[src/sv/ohc_pkg.sv]
// ----------------------------------------------------------------------------
// ohc_pkg
// Types, status codes and checksum helper shared by the OSPF header checker.
// ----------------------------------------------------------------------------
`default_nettype none

package ohc_pkg;

  // Byte counter width and its saturation value
  localparam int unsigned CountW = 17;
  localparam logic [CountW-1:0] COUNT_MAX = 17'h1FFFF;

  // Header lengths per version
  localparam logic [CountW-1:0] HDR_V2 = 17'd24;
  localparam logic [CountW-1:0] HDR_V3 = 17'd16;

  // Version byte values
  localparam logic [7:0] VER_2 = 8'd2;
  localparam logic [7:0] VER_3 = 8'd3;

  // Status codes
  localparam logic [2:0] ST_OK        = 3'd0;
  localparam logic [2:0] ST_SHORT     = 3'd1;
  localparam logic [2:0] ST_BAD_VER   = 3'd2;
  localparam logic [2:0] ST_BAD_TYPE  = 3'd3;
  localparam logic [2:0] ST_LEN_MISM  = 3'd4;
  localparam logic [2:0] ST_CSUM_MISM = 3'd5;

  // Register indexes on the configuration port
  localparam logic REG_V2_MASK = 1'b0;
  localparam logic REG_V3_MASK = 1'b1;

  // One received byte
  typedef struct packed {
    logic [7:0] data_byte;
    logic       last_byte;
  } item_t;

  // One header check result
  typedef struct packed {
    logic [2:0]  status;
    logic        is_v3;
    logic [7:0]  pkt_type;
    logic [31:0] router_id;
    logic [31:0] area_id;
    logic [15:0] auth_type;
    logic [63:0] auth_data;
    logic [7:0]  instance_id;
    logic [4:0]  body_offset;
  } result_t;

  // Per-byte control into the checksum accumulator
  typedef struct packed {
    logic       fire;   // byte transfer this cycle
    logic       pair;   // byte closes a 16-bit word
    logic       pad;    // odd-length tail word to be added
    logic       clear;  // end of packet, restart the sum
    logic [7:0] sbyte;  // byte as summed (masked fields zeroed)
  } csum_step_t;

  // Ones-complement add with full end-around carry
  function automatic logic [15:0] csum_add(input logic [15:0] a, input logic [15:0] b);
    logic [16:0] s;
    s = {1'b0, a} + {1'b0, b};
    return s[15:0] + {15'd0, s[16]};
  endfunction

endpackage

`default_nettype wire

[src/sv/ohc_csum.sv]
// ----------------------------------------------------------------------------
// ohc_csum
// Internet checksum accumulator: pairs bytes into big-endian words and keeps
// the running ones-complement sum; gives the final sum on the last byte.
// ----------------------------------------------------------------------------
`default_nettype none

module ohc_csum (
  input  wire                 clk,
  input  wire                 rst,
  input  ohc_pkg::csum_step_t step,
  output logic [15:0]         final_sum
);

  logic [15:0] running_sum;
  logic [7:0]  high_byte_hold;
  logic [15:0] sum_next;
  logic [7:0]  hold_next;

  // Word pairing and the odd-length tail
  always_comb begin
    hold_next = step.pair ? high_byte_hold : step.sbyte;
    sum_next  = step.pair ? ohc_pkg::csum_add(running_sum, {high_byte_hold, step.sbyte})
                          : running_sum;
    final_sum = step.pad ? ohc_pkg::csum_add(sum_next, {hold_next, 8'h00}) : sum_next;
  end

  always_ff @(posedge clk) begin
    if (rst) begin
      running_sum    <= '0;
      high_byte_hold <= '0;
    end else if (step.fire) begin
      if (step.clear) begin
        running_sum    <= '0;
        high_byte_hold <= '0;
      end else begin
        running_sum    <= sum_next;
        high_byte_hold <= hold_next;
      end
    end
  end

endmodule

`default_nettype wire

[src/sv/ospf_header_checker_core.sv]
// ----------------------------------------------------------------------------
// ospf_header_checker_core
// Byte-stream OSPF v2/v3 header checker with Internet checksum verification.
// ----------------------------------------------------------------------------
// Usage:
//   item channel (item_valid/item_ready/item) carries one packet byte per
//   transfer, wire order, with last_byte set on the final byte.
//   result channel (result_valid/result_ready/result) carries one status and
//   the captured header fields per packet.
//   Throughput: one byte per cycle unless a last byte stalls. Each byte updates
//   the header capture registers and the checksum accumulator in the cycle it
//   is transferred. Latency: the result is valid in the cycle after the last
//   byte transfer. The result register holds one result; while it is full and
//   not taken, non-final bytes are still accepted, and only a last byte waits.
//   Reset (rst, synchronous) clears the packet state and sets both type masks
//   to 0x3E. Type masks are written over the APB port (0x0 v2, 0x4 v3) and
//   should only change between packets.
// ----------------------------------------------------------------------------
`default_nettype none

module ospf_header_checker_core (
  input  wire              clk,
  input  wire              rst,
  // byte input
  input  wire              item_valid,
  output logic             item_ready,
  input  ohc_pkg::item_t   item,
  // result output
  output logic             result_valid,
  input  wire              result_ready,
  output ohc_pkg::result_t result,
  // configuration
  input  wire              psel,
  input  wire              penable,
  input  wire              pwrite,
  input  wire [2:0]        paddr,
  input  wire [31:0]       pwdata,
  output logic [31:0]      prdata,
  output logic             pready
);

  // Configuration registers
  logic [7:0] v2_type_mask;
  logic [7:0] v3_type_mask;

  // Packet state
  logic [ohc_pkg::CountW-1:0] byte_count;
  logic [7:0]  version_seen;
  logic [7:0]  type_seen;
  logic [15:0] length_field;
  logic [31:0] router_reg;
  logic [31:0] area_reg;
  logic [15:0] checksum_field;
  logic [15:0] auth_type_reg;
  logic [63:0] auth_data_reg;

  logic [ohc_pkg::CountW-1:0] byte_count_next;
  logic [7:0]  version_next;
  logic [7:0]  type_next;
  logic [15:0] length_next;
  logic [31:0] router_next;
  logic [31:0] area_next;
  logic [15:0] checksum_next;
  logic [15:0] auth_type_next;
  logic [63:0] auth_data_next;

  logic                fire;
  logic                last;
  logic [7:0]          b;
  logic                zero_byte;
  ohc_pkg::csum_step_t step;
  logic [15:0]         final_sum;
  ohc_pkg::result_t    result_next;
  logic                v2;
  logic                v3;
  logic [ohc_pkg::CountW-1:0] hdr_len;
  logic [7:0]          mask_sel;
  logic                type_ok;

  // APB port
  assign pready = 1'b1;
  assign prdata = {24'd0, (paddr[2] == ohc_pkg::REG_V3_MASK) ? v3_type_mask : v2_type_mask};

  always_ff @(posedge clk) begin
    if (rst) begin
      v2_type_mask <= 8'd62;
      v3_type_mask <= 8'd62;
    end else if (psel && penable && pwrite && pready) begin
      if (paddr[2] == ohc_pkg::REG_V3_MASK) begin
        v3_type_mask <= pwdata[7:0];
      end else begin
        v2_type_mask <= pwdata[7:0];
      end
    end
  end

  // Handshake: only a last byte needs the result register free
  assign item_ready = !result_valid || result_ready || !item.last_byte;
  assign fire       = item_valid && item_ready;
  assign last       = item.last_byte;
  assign b          = item.data_byte;

  // Header field capture by byte position
  always_comb begin
    version_next   = version_seen;
    type_next      = type_seen;
    length_next    = length_field;
    router_next    = router_reg;
    area_next      = area_reg;
    checksum_next  = checksum_field;
    auth_type_next = auth_type_reg;
    auth_data_next = auth_data_reg;
    if (byte_count == 17'd0) begin
      version_next = b;
    end else if (byte_count == 17'd1) begin
      type_next = b;
    end else if (byte_count <= 17'd3) begin
      length_next = {length_field[7:0], b};
    end else if (byte_count <= 17'd7) begin
      router_next = {router_reg[23:0], b};
    end else if (byte_count <= 17'd11) begin
      area_next = {area_reg[23:0], b};
    end else if (byte_count <= 17'd13) begin
      checksum_next = {checksum_field[7:0], b};
    end else if (byte_count <= 17'd15) begin
      auth_type_next = {auth_type_reg[7:0], b};
    end else if (byte_count <= 17'd23) begin
      auth_data_next = {auth_data_reg[55:0], b};
    end
    byte_count_next = (byte_count < ohc_pkg::COUNT_MAX) ? byte_count + 17'd1 : byte_count;
  end

  // Checksum field, and v2 auth data, sum as zero
  assign zero_byte = (byte_count == 17'd12) || (byte_count == 17'd13) ||
                     ((version_seen == ohc_pkg::VER_2) && (byte_count >= 17'd16) &&
                      (byte_count <= 17'd23));

  always_comb begin
    step.fire  = fire;
    step.pair  = byte_count[0];
    step.pad   = last && byte_count_next[0];
    step.clear = last;
    step.sbyte = zero_byte ? 8'h00 : b;
  end

  ohc_csum u_csum (
    .clk       (clk),
    .rst       (rst),
    .step      (step),
    .final_sum (final_sum)
  );

  // Verdict, in priority order
  always_comb begin
    v2       = (version_next == ohc_pkg::VER_2);
    v3       = (version_next == ohc_pkg::VER_3);
    hdr_len  = v2 ? ohc_pkg::HDR_V2 : (v3 ? ohc_pkg::HDR_V3 : '0);
    mask_sel = v2 ? v2_type_mask : v3_type_mask;
    type_ok  = (type_next[7:3] == 5'd0) && mask_sel[type_next[2:0]];

    if (byte_count_next < 17'd2) begin
      result_next.status = ohc_pkg::ST_SHORT;
    end else if (!v2 && !v3) begin
      result_next.status = ohc_pkg::ST_BAD_VER;
    end else if (!type_ok) begin
      result_next.status = ohc_pkg::ST_BAD_TYPE;
    end else if (byte_count_next < hdr_len) begin
      result_next.status = ohc_pkg::ST_SHORT;
    end else if ({1'b0, length_next} != byte_count_next) begin
      result_next.status = ohc_pkg::ST_LEN_MISM;
    end else if (~final_sum != checksum_next) begin
      result_next.status = ohc_pkg::ST_CSUM_MISM;
    end else begin
      result_next.status = ohc_pkg::ST_OK;
    end

    result_next.is_v3       = v3;
    result_next.pkt_type    = type_next;
    result_next.router_id   = router_next;
    result_next.area_id     = area_next;
    result_next.auth_type   = v2 ? auth_type_next : 16'd0;
    result_next.auth_data   = v2 ? auth_data_next : 64'd0;
    result_next.instance_id = v3 ? auth_type_next[15:8] : 8'd0;
    result_next.body_offset = hdr_len[4:0];
  end

  // Packet state: advance per byte, clear after the last
  always_ff @(posedge clk) begin
    if (rst || (fire && last)) begin
      byte_count     <= '0;
      version_seen   <= '0;
      type_seen      <= '0;
      length_field   <= '0;
      router_reg     <= '0;
      area_reg       <= '0;
      checksum_field <= '0;
      auth_type_reg  <= '0;
      auth_data_reg  <= '0;
    end else if (fire) begin
      byte_count     <= byte_count_next;
      version_seen   <= version_next;
      type_seen      <= type_next;
      length_field   <= length_next;
      router_reg     <= router_next;
      area_reg       <= area_next;
      checksum_field <= checksum_next;
      auth_type_reg  <= auth_type_next;
      auth_data_reg  <= auth_data_next;
    end
  end

  // Result register
  always_ff @(posedge clk) begin
    if (rst) begin
      result_valid <= 1'b0;
    end else if (fire && last) begin
      result_valid <= 1'b1;
    end else if (result_ready) begin
      result_valid <= 1'b0;
    end
  end

  always_ff @(posedge clk) begin
    if (fire && last) begin
      result <= result_next;
    end
  end

`ifndef SYNTHESIS
  // A last byte transfer always produces a result next cycle
  assert property (@(posedge clk) disable iff (rst)
    item_valid && item_ready && item.last_byte |=> result_valid)
    else $error("no result after last byte");

  // Packet state restarts after the last byte
  assert property (@(posedge clk) disable iff (rst)
    item_valid && item_ready && item.last_byte |=> byte_count == '0)
    else $error("byte count not cleared after packet");

  // A pending result blocks only the last byte
  assert property (@(posedge clk) disable iff (rst)
    result_valid && !result_ready && item.last_byte |-> !item_ready)
    else $error("last byte accepted over pending result");

  // A passing packet always has a known version
  assert property (@(posedge clk) disable iff (rst)
    result_valid && (result.status == ohc_pkg::ST_OK) |->
      (result.body_offset == 5'd24) || (result.body_offset == 5'd16))
    else $error("ok status without a valid header length");
`endif

endmodule

`default_nettype wire
[config.mk]
export PLATFORM = sky130hd
export DESIGN_NAME = ospf_header_checker_core
export DESIGN_NICKNAME = d
export VERILOG_FILES = /design/src/sv/ohc_pkg.sv /design/src/sv/ohc_csum.sv /design/src/sv/ospf_header_checker_core.sv
export SDC_FILE = /design/constraint.sdc
export NUM_CORES = 1
export LEC_CHECK = 0
export ABC_CLOCK_PERIOD_IN_PS = 12100
export BUFFER_PORTS_ARGS = -buffer_cell sky130_fd_sc_hd__buf_2
export CAP_MARGIN = 20
export CORE_MARGIN = 10
export CORE_UTILIZATION = 27
export CTS_CLUSTER_DIAMETER = 120
export DETAILED_ROUTE_END_ITERATION = 6
export GPL_TIMING_DRIVEN = 0
export PLACE_DENSITY_LB_ADDON = 0.1
export SYNTH_ARGS = -nofsm -noshare
export SYNTH_HDL_FRONTEND = slang
export SYNTH_HIERARCHICAL = 1
export SYNTH_SLANG_ARGS = --single-unit
[constraint.sdc]
create_clock -name clk -period 12.1 [get_ports clk]
set_input_delay 1.21 -clock clk [delete_from_list [all_inputs] [get_ports clk]]
set_output_delay 1.21 -clock clk [all_outputs]
set_load 0.01 [all_outputs]
Yosys cells after proc, flatten, opt, wreduce, memory -nomap -nowiden
Index checks and enable logic that the tools add are counted.
- register bits after elaboration: 419
- bits in latches: 0
- memory bits (writable): 0
- bits in read-only memories: 0
- output and inout bits: 204
- logic and storage cells: 131
- memories: 0
- add/subtract/negate cells: 5
- multiply operators: 0
- div/mod/pow operators: 0
- $lt $le $gt $ge: 11
- equal/unequal tests: 8
- shift-type cells: 0
- muxes and demuxes: 56
- bitwise operators: 3
- reductions and logical operators: 24
- operators with widths (operator ; number):
    $mux 64 ; 8
    $mux 16 ; 19
    $mux 32 ; 9
    $mux 8 ; 8
    $le 17x4->1 const B ; 3
    $add 16x16->17 ; 2
    $eq 17x4->1 const B ; 2
    $add 16x1->16 ; 2
    $eq 8x2->1 const B ; 3
    $add 17x1->17 const B ; 1
    $eq 17x1->1 const B ; 1
    $ge 17x5->1 const B ; 1
    $le 17x2->1 const B ; 1
    $le 17x3->1 const B ; 1
    $le 17x5->1 const B ; 1
    $logic_not 17->1 ; 1
    $lt 17x17->1 const B ; 1
    $lt 17x2->1 const B ; 1
    $lt 17x5->1 ; 1
    $mux 17 ; 1
    $ne 16x17->1 ; 1
    $ne 16x16->1 ; 1
    $not 16->16 ; 1
    $mux 5 ; 2
    13 further kinds ; 35

Depth between registers and ports, before layout
Gate-level depths: netlist of the first run.
- word-level depth: 18
- mapped depth: 51

Cells and area by module
Netlist of the first run, hierarchy kept.
- by module, submodules not included (module ; instances ; cells an instance ; area each (µm²) ; sequential area each (µm²)):
    ospf_header_checker_core ; 1 ; 1833 ; 17286.6 ; 9509.1
    ohc_csum ; 1 ; 453 ; 3473.3 ; 480.5

Least setup slack after synthesis of the first run
Ideal clock, no wire load.
- path type: input port to flip-flop
- start point: in result_ready
- end point: reg auth_data_reg[10]
- arrival time: 10.362 ns
- required time: 11.968 ns
- slack: 1.606 ns
- cell stages on the path: 7
- cells stage by stage: nand2b_1 -> nor2b_1 -> or2_2 -> clkbuf_1 -> clkbuf_1 -> clkbuf_1 -> a21oi_1
- longest elaborated chain between the ends: 5
- ends and longest elaborated chain (item ; line ; RTL):
    start: declaration ; ospf_header_checker_core.sv:30 ; input wire result_ready,
    $logic_or 1x1->1 (*) (2 in a row) ; ospf_header_checker_core.sv:98 ; assign item_ready = !result_valid || result_ready || !item.last_byte;
    $logic_and 1x1->1 (*) ; ospf_header_checker_core.sv:99 ; assign fire = item_valid && item_ready;
    $logic_and 1x1->1 ; ospf_header_checker_core.sv:189 ; if (rst || (fire && last)) begin
    $logic_or 1x1->1 ; ospf_header_checker_core.sv:189 ;
    end signal: assignment ; ospf_header_checker_core.sv:208 ; auth_data_reg <= auth_data_next;
    end: declaration ; ospf_header_checker_core.sv:55 ; logic [63:0] auth_data_reg;
Mark *: on every way between the ends. The rest lies on a longest branch, timed or not.
A chain may end at the register's enable or synchronous reset.

==> results.sh, run 1 <==
export IMPL_outcome="complete, no violations"
export IMPL_period_share=0.929
export IMPL_min_delay_start="auth_type_reg[8]"
export IMPL_die_x_um=297
export IMPL_min_delay_path_class="reg -> reg"
export IMPL_synth_distinct_cells=99
export IMPL_clockRootBuffer="clkbuf_16"
export IMPL_io_buffers=197
export IMPL_cp_slowest_cell="dfxtp_2"
export IMPL_maxCapViolations=0
export IMPL_grt_overflow=0
export IMPL_ys_top_cells_by_area="dfxtp_1 24%, edfxtp_1 24%, nand2_1 8.0%"
export IMPL_ys_ff_latch=416
export IMPL_die_height_um=297
export IMPL_worst_pin_slew_ns=1.09
export IMPL_p_leak_nw=9.11
export IMPL_drtIter0Drc=1090
export IMPL_r2r_start="byte_count[0]"
export IMPL_p_total_mw=3.38
export IMPL_crit_path_frequent_cell="ha_1"
export IMPL_async_reset_ff_frac=0
export IMPL_start_util=0.273
export IMPL_synth_seq_area_share=0.481
export IMPL_track_usage=0.151
export IMPL_relSlewSlack=0.271
export IMPL_crit_start="byte_count[0]"
export IMPL_start_kind="register"
export IMPL_synth_edff_count=166
export IMPL_fin_skew_ns=0.0215
export IMPL_dr_total_vias=17100
export IMPL_numClockSinks=416
export IMPL_ant_nets=0
export IMPL_wire_per_inst_um=19.0
export IMPL_cts_clk_slew_worst_paths_ns=0.06
export IMPL_grt_pass1_wl_um=106000
export IMPL_postSynthAreaPerCell_sq_um=9.08
export IMPL_fill_cells=7989
export IMPL_preCtsSetupSlack_ns=0.158
export IMPL_grt_start_max_net_pins=35
export IMPL_fmax_ghz=0.0890
export IMPL_tns_ns=0
export IMPL_ys_flop_type="dfxtp_1"
export IMPL_rsz0062_at_grt="false"
export IMPL_netlist_area_sq_mm=0.0208
export IMPL_place_hpwl_um=51900
export IMPL_grt_pass1_vias=17200
export IMPL_yosys_warnings=6
export IMPL_core_rowCount=101
export IMPL_arrival_ns=11.57
export IMPL_slowest_delay_ns=0.49
export IMPL_cts_tree="built"
export IMPL_setup_slack_ns=0.864
export IMPL_clk_latency_ns=0.59
export IMPL_wl_um=69100
export IMPL_area_delta_synth_final_pct=20.1
export IMPL_antenna_found_initial=2
export IMPL_drc=0
export IMPL_power_density_mw_per_mm2=135
export IMPL_pin_count=255
export IMPL_place_congestion=0.825
export IMPL_worstPathRequired_ns=12.43
export IMPL_synth_top_area_cell="dfxtp_1"
export IMPL_dieArea_sq_mm=0.0884
export IMPL_final_nets=2655
export IMPL_drive_above_1_share=0.183
export IMPL_crit_path_end_kind="register"
export IMPL_final_max_slew_viol_count=0
export IMPL_post_route_util=0.328
export IMPL_h_tree_depth=2
export IMPL_worst_path_max_fanout=9
export IMPL_cts_buffer_depth=3
export IMPL_synth_top_area_frac=0.241
export IMPL_numCtsBuffers=51
export IMPL_largest_register_ffs=166
export IMPL_drt_vias_per_instance=4.69
export IMPL_finalHoldViolations=0
export IMPL_core_sq_mm=0.0761
export IMPL_syn_inst=2286
export IMPL_vdd_drop_max_mv=0.0940
export IMPL_period_needed_ns=11.24
export IMPL_worstSetupPathType="reg -> reg"
export IMPL_firstDrtPassIters=5
export IMPL_setup_violations=0
[worst max-delay path, delay by kind of cell (launching register included)]
kind | cells | cell delay [ns]
buffers and inverters | 3 | 0.66
muxes | 1 | 0.33
DFF | 1 | 0.49
AOI/OAI and AO/OA | 19 | 4.53
xor gates and xnor gates | 3 | 0.40
adders and majority gates | 7 | 1.67
and+or+nand+nor | 18 | 2.89
[cells in the mapped netlist, types with 9 or more instances]
library cell / instances
a211oi_1: 13
a21oi_1: 262
and2_1: 19
and3_1: 21
and4_1: 10
buf_2: 21
buf_4: 31
clkbuf_1: 115
dfxtp_1: 250
edfxtp_1: 166
ha_1: 31
inv_1: 27
mux2_2: 91
mux2i_1: 44
nand2_1: 440
nand2b_1: 9
nand3_1: 33
nand4_1: 19
nor2_1: 264
nor2b_1: 33
nor3_1: 82
nor4_1: 15
o21ai_0: 30
xnor2_1: 55
xor2_1: 45
[layout make-up]
| type | count | area [sq um] | share of cell area |
|---|---|---|---|
| well taps | 1030 | 1290 | 0.0517 |
| repair buffers | 207 | 1160 | 0.0464 |
| inverters | 28 | 105 | 0.00421 |
| clock buffers | 68 | 1390 | 0.0557 |
| diodes | 1 | 2.50 | 0.000100 |
| multi-input cells | 1693 | 9960 | 0.399 |
| clock inverters | 25 | 226 | 0.00908 |
| plain buffers | 175 | 822 | 0.0330 |
| flip-flops and latches | 416 | 9990 | 0.401 |
[layer usage]
metal  GRT usage  vias to the layer above  share of wire
met1       0.184                     8161           0.43
li1            -                     8478              -
met3      0.0268                       94          0.044
met4      0.0408                        2          0.022
met5           0                        -        0.00019
met2       0.269                      368           0.50
[power breakdown]
group	internal [mW]	switching, mW
clock network	0.870	0.617
logic	0.131	0.229
registers	1.50	0.0258
[worst paths after layout]
check                                   endpoint  slack [ns]  depth (start not counted)
worst min register to register  auth_type_reg[8]        0.45                          2
worst max-delay path                 result[168]        0.86                         51
worst max register to register       result[168]        0.86                         51
worst min-delay path            auth_type_reg[8]        0.45                          2
[cells in the final DEF (no fill, tap or decap), drive strengths merged, types with 31 or more instances in the layout]
master	instances
buf	267
xor2	46
edfxtp	166
xnor2	56
ha	31
clkbuf	183
mux2	92
a21oi	263
nor2b	33
nand2	442
nor2	264
nor3	83
nand3	35
mux2i	47
dfxtp	250
[metrics by stage]
stage / instances / cell area (sq um) / hold slack, ns
2_1_floorplan: 2312 / 20900 / 0.431
3_3_place_gp: 3539 / 23100 / 0.438
3_5_place_dp: 3546 / 23300 / 0.445
4_1_cts: 3639 / 24900 / 0.453
5_1_grt: 3643 / 24900 / 0.463
6_report: 3643 / 24900 / 0.450
[kinds of logic after synthesis]
logic type / after synthesis / synth area share
AOI/OAI and AO/OA: 395 / 0.116
xor gates and xnor gates: 106 / 0.0487
adders and majority gates: 33 / 0.0203
buffers and inverters: 203 / 0.0447
DFF: 416 / 0.481
muxes: 139 / 0.0733
other: 2 / 0.000362
and+or+nand+nor: 992 / 0.216
[what timing repair did]
item,4_1_cts,5_1_grt
hold buffers,0,0
gates resized for setup,0,3
endpoints found under the hold margin,0,0
endpoints found under the setup margin,0,2
buffers inserted,0,2
Note: power is estimated with default switching activity, not from simulation.
==> run 2, diff against run 1 <==
--- a/config.mk
+++ b/config.mk
@@ -5,7 +5,7 @@
 export SDC_FILE = /design/constraint.sdc
 export NUM_CORES = 1
 export LEC_CHECK = 0
-export ABC_CLOCK_PERIOD_IN_PS = 12100
+export ABC_CLOCK_PERIOD_IN_PS = 14180
 export BUFFER_PORTS_ARGS = -buffer_cell sky130_fd_sc_hd__buf_2
 export CAP_MARGIN = 20
 export CORE_MARGIN = 10
==> constraint.sdc (replaced) <==
create_clock -name clk -period 14.18 [get_ports clk]
set_input_delay 1.418 -clock clk [delete_from_list [all_inputs] [get_ports clk]]
set_output_delay 1.418 -clock clk [all_outputs]
set_load 0.01 [all_outputs]
==> results.sh, run 2 (synthesis gave the netlist of run 1 again) <==
export IMPL_wire_per_inst_um=19.0
export IMPL_place_congestion=0.825
export IMPL_final_nets=2653
export IMPL_worstSetupPathType="reg -> reg"
export IMPL_finalHoldViolations=0
export IMPL_power_density_mw_per_mm2=116
export IMPL_min_delay_path_class="reg -> reg"
export IMPL_antenna_found_initial=2
export IMPL_vdd_drop_max_mv=0.0802
export IMPL_worst_path_max_fanout=9
export IMPL_arrival_ns=12.04
export IMPL_track_usage=0.151
export IMPL_numClockSinks=416
export IMPL_tns_ns=0
export IMPL_io_buffers=197
export IMPL_cts_buffer_depth=3
export IMPL_start_kind="register"
export IMPL_numCtsBuffers=51
export IMPL_min_path_cells=2
export IMPL_wl_um=69300
export IMPL_cts_tree="built"
export IMPL_reg2reg_depth=50
export IMPL_die_x_um=297
export IMPL_cp_slowest_cell="dfxtp_1"
export IMPL_clockRootBuffer="clkbuf_16"
export IMPL_cts_hold_buf=0
export IMPL_core_rowCount=101
export IMPL_final_max_slew_viol_count=0
export IMPL_start_util=0.273
export IMPL_cts_setup_buffers=0
export IMPL_p_leak_nw=9.10
export IMPL_core_sq_mm=0.0761
export IMPL_cts_clk_slew_worst_paths_ns=0.06
export IMPL_area_delta_synth_final_pct=20.0
export IMPL_grt_pass1_vias=17200
export IMPL_ant_nets=0
export IMPL_grt_pass1_wl_um=106000
export IMPL_grt_overflow=0
export IMPL_setup_violations=0
export IMPL_crit_path_frequent_cell="ha_1"
export IMPL_dr_total_vias=17100
export IMPL_dp_cells=3546
export IMPL_layout_commonest_cell="nand2_1"
export IMPL_clk_latency_ns=0.59
export IMPL_drtIter0Drc=994
export IMPL_worst_pin_slew_ns=1.11
export IMPL_drive_above_1_share=0.182
export IMPL_maxCapViolations=0
export IMPL_drt_vias_per_instance=4.71
export IMPL_post_route_util=0.327
export IMPL_period_needed_ns=11.71
export IMPL_ctsResizeCount=0
export IMPL_worstPathRequired_ns=14.51
export IMPL_period_share=0.826
export IMPL_fin_skew_ns=0.0210
export IMPL_p_total_mw=2.88
export IMPL_hold_slack_ns=0.450
export IMPL_die_height_um=297
export IMPL_pin_count=255
export IMPL_mostFrequentLayoutCells="440 x nand2_1, 264 x nor2_1, 262 x a21oi_1, 250 x dfxtp_1, 219 x buf_2"
export IMPL_grt_start_max_net_pins=35
export IMPL_outcome="complete, no violations"
export IMPL_slowest_delay_ns=0.64
export IMPL_rsz0062_at_grt="false"
export IMPL_drc=0
export IMPL_fmax_ghz=0.0854
export IMPL_crit_path_end_kind="register"
export IMPL_instances_no_fill=3641
export IMPL_firstDrtPassIters=5
export IMPL_place_hpwl_um=51900
export IMPL_dieArea_sq_mm=0.0884
export IMPL_relSlewSlack=0.259
export IMPL_fill_cells=7993
export IMPL_largest_register_ffs=166
export IMPL_h_tree_depth=2
-- run 2: cell count changes in the layout (fill, tap and decap cells not counted), sizes merged --
cell / before / now
buf: 267 / 265
-- run 2: layout make-up --
class | count | area [sq um] | area share
clock buffer | 68 | 1390 | 0.0558
tap | 1030 | 1290 | 0.0517
sequential | 416 | 9990 | 0.401
timing repair buffer | 205 | 1140 | 0.0458
buffer | 175 | 822 | 0.0330
antenna | 1 | 2.50 | 0.000100
inverter | 28 | 105 | 0.00422
clock inverter | 25 | 226 | 0.00909
multi-input combinational | 1693 | 9950 | 0.399
-- run 2: worst paths after layout --
| path | end | slack (ns) | startpoint |
|---|---|---|---|
| max | result[168] | 2.47 | byte_count[0] |
| min | auth_type_reg[8] | 0.45 | auth_type_reg[8] |
| max reg2reg | result[168] | 2.47 | byte_count[0] |
| min reg2reg | auth_type_reg[8] | 0.45 | auth_type_reg[8] |
-- run 2: layer usage --
layer	track usage	vias up	wire, um
li1	-	8474	-
met1	0.184	8163	29900
met2	0.269	400	34700
met3	0.0268	97	3250
met4	0.0408	2	1510
met5	0	-	13
-- run 2: worst max-delay path, delay by kind of cell, from the launching register on --
family | cells | cell delay [ns]
compound gates | 21 | 5.24
xor+xnor | 3 | 0.34
fa+ha+maj | 5 | 1.25
buf+inv | 3 | 0.69
flops | 1 | 0.64
simple gates | 18 | 3.30
-- run 2: power breakdown --
| part | internal, mW | switching (mW) | total, mW |
|---|---|---|---|
| Sequential | 1.28 | 0.0220 | 1.30 |
| Combinational | 0.112 | 0.195 | 0.307 |
| Clock | 0.742 | 0.528 | 1.27 |
| Total | 2.14 | 0.745 | 2.88 |
-- run 2: metrics by stage --
step / area (sq um) / worst slack (ns)
after global placement: 23100 / -1.77
after detailed placement: 23300 / 2.03
after floorplan: 20900 / 3.48
after global routing: 24900 / 1.53
after CTS: 24900 / 2.58
final: 24900 / 2.47
==> run 3, diff against run 2 <==
--- a/config.mk
+++ b/config.mk
@@ -5,7 +5,7 @@
 export SDC_FILE = /design/constraint.sdc
 export NUM_CORES = 1
 export LEC_CHECK = 0
-export ABC_CLOCK_PERIOD_IN_PS = 14180
+export ABC_CLOCK_PERIOD_IN_PS = 11200
 export BUFFER_PORTS_ARGS = -buffer_cell sky130_fd_sc_hd__buf_2
 export CAP_MARGIN = 20
 export CORE_MARGIN = 10
==> constraint.sdc (replaced) <==
create_clock -name clk -period 11.2 [get_ports clk]
set_input_delay 1.12 -clock clk [delete_from_list [all_inputs] [get_ports clk]]
set_output_delay 1.12 -clock clk [all_outputs]
set_load 0.01 [all_outputs]
==> results.sh, run 3 (synthesis gave the netlist of run 1 again) <==
export IMPL_p_sw_frac=0.258
export IMPL_grt_pass1_wl_um=106000
export IMPL_numClockSinks=416
export IMPL_die_height_um=297
export IMPL_core_sq_mm=0.0761
export IMPL_power_density_mw_per_mm2=146
export IMPL_grt_overflow=0
export IMPL_dp_cells=3546
export IMPL_wl_um=69300
export IMPL_r2r_start="byte_count[0]"
export IMPL_critPathTopFamily="compound AO/OA/AOI/OAI gates"
export IMPL_core_rowCount=101
export IMPL_min_delay_path_class="reg -> reg"
export IMPL_pin_count=255
export IMPL_start_kind="primary input"
export IMPL_worst_pin_slew_ns=1.09
export IMPL_dr_total_vias=17200
export IMPL_grt_start_max_net_pins=35
export IMPL_cp_slowest_cell="clkbuf_1"
export IMPL_p_switching_mw=0.943
export IMPL_track_usage=0.151
export IMPL_placed_area_sq_mm=0.0233
export IMPL_min_delay_start="auth_type_reg[8]"
export IMPL_largest_register_ffs=166
export IMPL_worstPathRequired_ns=11.53
export IMPL_cts_tree="built"
export IMPL_wire_per_inst_um=19.0
export IMPL_cts_clk_slew_worst_paths_ns=0.06
export IMPL_finalHoldViolations=0
export IMPL_fill_cells=7982
export IMPL_antenna_found_initial=2
export IMPL_drive_above_1_share=0.190
export IMPL_mostFrequentLayoutCells="438 x nand2_1, 263 x nor2_1, 260 x a21oi_1, 249 x dfxtp_1, 219 x buf_2"
export IMPL_cp_num_buf_inv=2
export IMPL_grt_pass1_vias=17200
export IMPL_drt_vias_per_instance=4.72
export IMPL_worstSetupPathType="in -> reg"
export IMPL_p_leak_nw=9.16
export IMPL_outcome="complete, no violations"
export IMPL_ant_nets=0
export IMPL_pwr_share_comb=0.107
export IMPL_place_congestion=0.825
export IMPL_final_nets=2661
export IMPL_fin_skew_ns=0.0196
export IMPL_instances_no_fill=3649
export IMPL_preCtsSetupSlack_ns=-0.652
export IMPL_crit_path_frequent_cell="ha_1"
export IMPL_numCtsBuffers=51
export IMPL_cts_hold_buf=0
export IMPL_firstDrtPassIters=7
export IMPL_period_needed_ns=10.56
export IMPL_drtIter0Drc=1061
export IMPL_relSlewSlack=0.276
export IMPL_place_hpwl_um=51900
export IMPL_clkPwrFrac=0.440
export IMPL_layout_commonest_cell="nand2_1"
export IMPL_fmax_ghz=0.0947
export IMPL_crit_path_end_kind="register"
export IMPL_area_delta_synth_final_pct=20.6
export IMPL_worst_path_max_fanout=10
export IMPL_maxCapViolations=0
export IMPL_clk_latency_ns=0.59
export IMPL_setup_slack_ns=0.636
export IMPL_setup_violations=0
export IMPL_h_tree_depth=2
export IMPL_arrival_ns=10.89
export IMPL_drc=0
export IMPL_dieArea_sq_mm=0.0884
export IMPL_p_seq_frac=0.453
export IMPL_intPower_mw=2.71
export IMPL_final_max_slew_viol_count=0
export IMPL_vdd_drop_max_mv=0.101
export IMPL_clockRootBuffer="clkbuf_16"
export IMPL_cts_buffer_depth=3
export IMPL_die_x_um=297
export IMPL_start_util=0.273
export IMPL_tns_ns=0
export IMPL_crit_start="item[1]"
export IMPL_design_area_sq_mm=0.0250
export IMPL_io_buffers=197
export IMPL_slowest_delay_ns=0.76
export IMPL_period_share=0.943
run 3: routing by layer:
| layer | vias to the layer above | share of wire | GRT usage |
|---|---|---|---|
| li1 | 8493 | - | - |
| met3 | 101 | 0.046 | 0.0268 |
| met4 | 2 | 0.022 | 0.0408 |
| met5 | - | 0.00019 | 0 |
| met1 | 8248 | 0.43 | 0.184 |
| met2 | 366 | 0.50 | 0.269 |
run 3: per-stage QoR:
| step | util | total power [mW] | hold WS, ns |
|---|---|---|---|
| floorplan | - | 1.94 | 0.431 |
| global route | 0.329 | 3.81 | 0.463 |
| finish | 0.329 | 3.65 | 0.450 |
| CTS | 0.328 | 3.70 | 0.453 |
| detailed placement | 0.306 | 2.08 | 0.445 |
| global placement | 0.304 | 2.08 | 0.438 |
run 3: worst reg2reg max path: cells and delay by family, from the launching register on:
family / cells / cell delay [ns]
XOR/XNOR: 3 / 0.40
adder cells (fa/ha/maj): 8 / 2.05
multiplexers: 1 / 0.33
AO/OA/AOI/OAI: 18 / 4.17
flip-flops: 1 / 0.40
AND/OR/NAND/NOR: 19 / 2.56
buffers and inverters: 2 / 0.37
run 3: timing repair:
item,CTS,global route
setup buffers,2,6
gates resized for setup,3,19
setup endpoints to repair,2,2
pin swaps,0,3
run 3: cell type report:
cell class | instances | area [sq um] | area share
multi-input combinational | 1693 | 10000 | 0.400
sequential | 416 | 9990 | 0.399
clock buffer | 68 | 1390 | 0.0555
tap | 1030 | 1290 | 0.0515
timing repair buffer | 213 | 1200 | 0.0480
buffer | 175 | 825 | 0.0329
clock inverter | 25 | 226 | 0.00904
inverter | 28 | 105 | 0.00420
antenna | 1 | 2.50 | 0.0000999
run 3: path summary, 6_finish.rpt:
check,to,cells past startpoint,slack [ns]
setup / recovery,result[168],46,0.64
hold / removal,auth_type_reg[8],2,0.45
setup reg to reg,result[168],51,0.66
hold reg to reg,auth_type_reg[8],2,0.45
run 3: power by group through the flow:
stage | logic [mW] | clock network (mW) | registers (mW)
after floorplan | 0.245 | 0 | 1.70
after global placement | 0.381 | 0 | 1.70
after detailed placement | 0.391 | 0 | 1.68
after CTS | 0.393 | 1.66 | 1.65
after global routing | 0.433 | 1.72 | 1.66
final | 0.392 | 1.61 | 1.65
